$ cat config.mk
export PLATFORM = sky130hd
export DESIGN_NAME = cwe_ram
export DESIGN_NICKNAME = d
export VERILOG_FILES = /design/src/rtl/core/cwe_ram.sv
export SDC_FILE = /design/constraint.sdc
export NUM_CORES = 2
export LEC_CHECK = 0
export BUFFER_PORTS_ARGS = -buffer_cell sky130_fd_sc_hd__buf_2
export CAP_MARGIN = 10
export CORE_AREA = 2 2 411 413
export CTS_BUF_LIST = sky130_fd_sc_hd__clkbuf_2
export DETAILED_ROUTE_END_ITERATION = 7
export DIE_AREA = 0 0 413 415
export PLACE_DENSITY = 0.64
export SLEW_MARGIN = 20
export SYNTH_ARGS = -nofsm -noshare
export SYNTH_HDL_FRONTEND = slang
export SYNTH_SLANG_ARGS = --single-unit
$ cat constraint.sdc
create_clock -name clk_i -period 3.2 [get_ports clk_i]
set_input_delay 0.16 -clock clk_i [delete_from_list [all_inputs] [get_ports clk_i]]
set_output_delay 0.16 -clock clk_i [all_outputs]
set_load 0.01 [all_outputs]
$ cat src/rtl/core/cwe_ram.sv
// Generic single-write, single-read RAM with registered read data (read-first).
// No dependencies.
`default_nettype none

module cwe_ram #(
  parameter int Width = 8,
  parameter int Depth = 256,
  localparam int Aw   = $clog2(Depth)
) (
  input  wire logic             clk_i,
  input  wire logic             we_i,
  input  wire logic [Aw-1:0]    waddr_i,
  input  wire logic [Width-1:0] wdata_i,
  input  wire logic [Aw-1:0]    raddr_i,
  output logic      [Width-1:0] rdata_o
);

  logic [Width-1:0] mem_q [Depth];
  logic [Width-1:0] rdata_q;

  always_ff @(posedge clk_i) begin
    if (we_i) begin
      mem_q[waddr_i] <= wdata_i;
    end
    rdata_q <= mem_q[raddr_i];
  end

  assign rdata_o = rdata_q;

endmodule

`default_nettype wire

==> reports/qor.txt <==
Period Utilization, post-route - 1.02
Chip Height - 415 µm
DP Area - 85300 µm²
element type at the critical path end - flop
Hold Crit Start - waddr_i[3]
Slew @ Worst Pin - 1230 ps
Pre-Repair DR Iteration Count - 6
Slew Viols, Final - 0
initial antenna violation count - 12
via count - 42.1k
Worst Path Class, Setup - in -> reg
Worst-Skew Late Latency - 1810 ps
H-Tree Depth - 6
critical path data required time - 4880 ps
crit path cell chain - dlygate4sd3_1 > dlygate4sd3_1 > buf_8 > nor2b_1 > buf_4 > nand2_1 > dlygate4sd3_1 > nor2_1 > dlygate4sd3_1 > a2111oi_1 > dlygate4sd3_1 > nor3_1 > buf_4 > nor4_1
Syn Area/Cell - 21.3 µm²
failing checks - setup timing
Worst path slowest cell - dlygate4sd3_1
grt total ovfl - 0
Power per Cell Area - 544 nW/µm²
Max Fclk - 308 MHz
Post-Synth Simple-Gate Area - 0.0263
ratio of cells with drive above 1 in the final layout - 0.357
CTS tree - yes
crit path max fanout - 21
Worst Skew - 155 ps
DR vias/cell - 5.88
post-DP HPWL - 127000 µm
final wirelength - 203000 µm
nets@finish - 4653
number of global-route vias before repair - 42.9k
root buf cell - clkbuf_2
Synth cell types - 55
Detailed Route Iter0 Violations - 5054
reg2reg start - mem_q[42][3]
Rows - 150
Seq cells post-synth - 2056
Hold Fails Final Rpt - 0
placer's final routability congestion estimate - 0.878
CP peak stage delay - 710 ps
register area share after synthesis - 0.775
endpoints failing setup - 1
main combinational cell family by area after synthesis - multiplexers
CP startpoint - raddr_i[3]
Hold Path Class - in -> reg
relative slew slack - 0.182
CTS sink cnt - 2056
multiplexer area fraction after synthesis - 0.146
residual DRC count - 0
RSZ-0062 raised after global routing - false
Max Cap Viol - 0
post-route minimum period - 3250 ps
first-pass GRT wire length - 292000 µm
Main synth FF type - edfxtp_1
crit path DAT - 4930 ps
run status - finished with violations
LEAKAGE - 0.0299 µW
Synth Cell Area - 79600 µm²
count of input and output buffers - 33
Post-Synth Adder-Cell Area - 0
Clock transition at path regs - 100 ps
Die X - 413 µm
core area - 167000 µm²
Longest Clk Path Bufs - 4
async set or reset register ratio after synthesis - 0
syn nets - 3759
die area - 171000 µm²
Top cell by count, worst path - dlygate4sd3_1
Mapped Cells - 3733
final instance area - 90600 µm²
Initial Util - 0.477
Compound-Gate Fraction of Synth Area - 0.0342
antenna-violating nets left - 0
Post-synth EDFFs - 2048
largest net degree at the start of global routing - 137
setup ws final - -48.9 ps
Num CTS Buffers - 532
Ys Warns - 0
VDD IR max - 0.392 mV
I/O pin total - 34
average wire per standard cell - 28.3 µm
hold slack - 174 ps
GRT Total Usage - 0.238
synth-to-layout area growth - 13.9%
post-synthesis xor/xnor area fraction - 0
CP Launch Type - primary input
[kinds of logic (layout without fill, tap and decap cells)]
| family | Yosys count | count (layout) |
|---|---|---|
| muxes | 591 | 591 |
| and+or+nand+nor | 466 | 466 |
| buffers and inverters | 235 | 1454 |
| other | 0 | 6 |
| AOI/OAI and AO/OA | 385 | 385 |
| DFF | 2056 | 2056 |
[power by group]
part	total (µW)	internal, µW	leakage [µW]	switching (µW)
Clock	16600	6360	0.00337	10200
Combinational	3010	1160	0.00801	1850
Sequential	29700	29600	0.0185	64.3
Total	49300	37200	0.0299	12100
[through the flow]
step	util	setup slack [ps]	total power, µW	instances	TNS (ps)
floorplan	-	1100	31700	3733	0
global placement	0.512	-240	33200	6207	-579
detailed placement	0.512	-261	33200	6207	-540
CTS	0.543	30.8	49700	7157	0
global route	0.544	27.2	51200	7158	0
finish	0.544	-48.9	49300	7162	-48.9
[layout by cell type (no fill, tap or decap), types with 5 or more instances in the layout]
cell type / instances
edfxtp_1: 2048
clkbuf_2: 748
mux4_2: 454
buf_4: 426
nor2_1: 279
mux2i_1: 134
a22oi_1: 133
a21oi_1: 96
clkinv_1: 81
dlygate4sd3_1: 81
o221ai_1: 46
buf_12: 46
nand2_1: 33
nand3_1: 32
o22ai_1: 28
nor2b_1: 28
nor4_1: 23
nor3_1: 22
buf_2: 21
inv_2: 16
a211oi_1: 15
a221oi_1: 13
buf_8: 11
nand4_1: 10
o211ai_1: 10
o21ai_0: 10
clkinv_2: 9
a22o_1: 8
dfxtp_1: 8
nand2b_1: 7
buf_16: 7
diode_2: 6
and2_1: 6
o22a_1: 5
[flip-flops by register name (all words and copies together), names as in the netlist]
name     cells
mem_q     2048
rdata_o      8
[worst max-delay path: cells and delay by family]
family	cells	cell delay, ps
buffers and inverters	8	3590
AOI/OAI and AO/OA	1	350
and+or+nand+nor	5	780
[cell usage after synthesis (13+ instances only)]
library cell / n / area [µm²]
a22oi_1: 133 / 998
a21oi_1: 96 / 480
a211oi_1: 16 / 120
o221ai_1: 46 / 403
clkbuf_1: 111 / 417
o22ai_1: 28 / 175
buf_4: 27 / 203
buf_2: 31 / 155
buf_6: 21 / 236
buf_8: 13 / 195
mux4_2: 454 / 10200
nor2_1: 282 / 1060
nor2b_1: 31 / 194
mux2i_1: 134 / 1340
edfxtp_1: 2048 / 61500
nand3_1: 34 / 170
buf_1: 22 / 82.6
a221oi_1: 13 / 114
nor4_1: 24 / 150
nor3_1: 22 / 110
nand2_1: 33 / 124
[metal layers]
metal / vias up / GRT usage / wire length, µm / share of wire
met5: - / 0 / 43 / 0.00021
met1: 21900 / 0.334 / 81500 / 0.40
met3: 343 / 0.0595 / 19200 / 0.094
met2: 2104 / 0.369 / 97500 / 0.48
met4: 8 / 0.0733 / 4750 / 0.023
li1: 17800 / - / - / -
[area by class of cell]
cell class	count	area, µm²
fillers	13100	76100
flip-flops and latches	2056	61700
multi-input cells	1442	16500
repair buffers	593	5410
clock buffers	748	3740
well taps	2204	2760
clock inverters	111	497
diodes	6	15.0
inverters	2	7.51
[worst paths after layout]
check | endpoint | slack [ps] | cells after the start
setup reg to reg | rdata_o[3] | 200 | 9
hold reg to reg | rdata_o[0] | 1110 | 5
hold / removal | mem_q[205][3] | 170 | 6
setup / recovery | rdata_o[4] | -50 | 14
[timing repair]
action,CTS,global route
endpoints found under the hold margin,4104,355
buffers inserted,0,0
hold buffers,91,4
setup endpoints to repair,0,13
gates resized for setup,0,6
(Power assumes the default switching activity.)
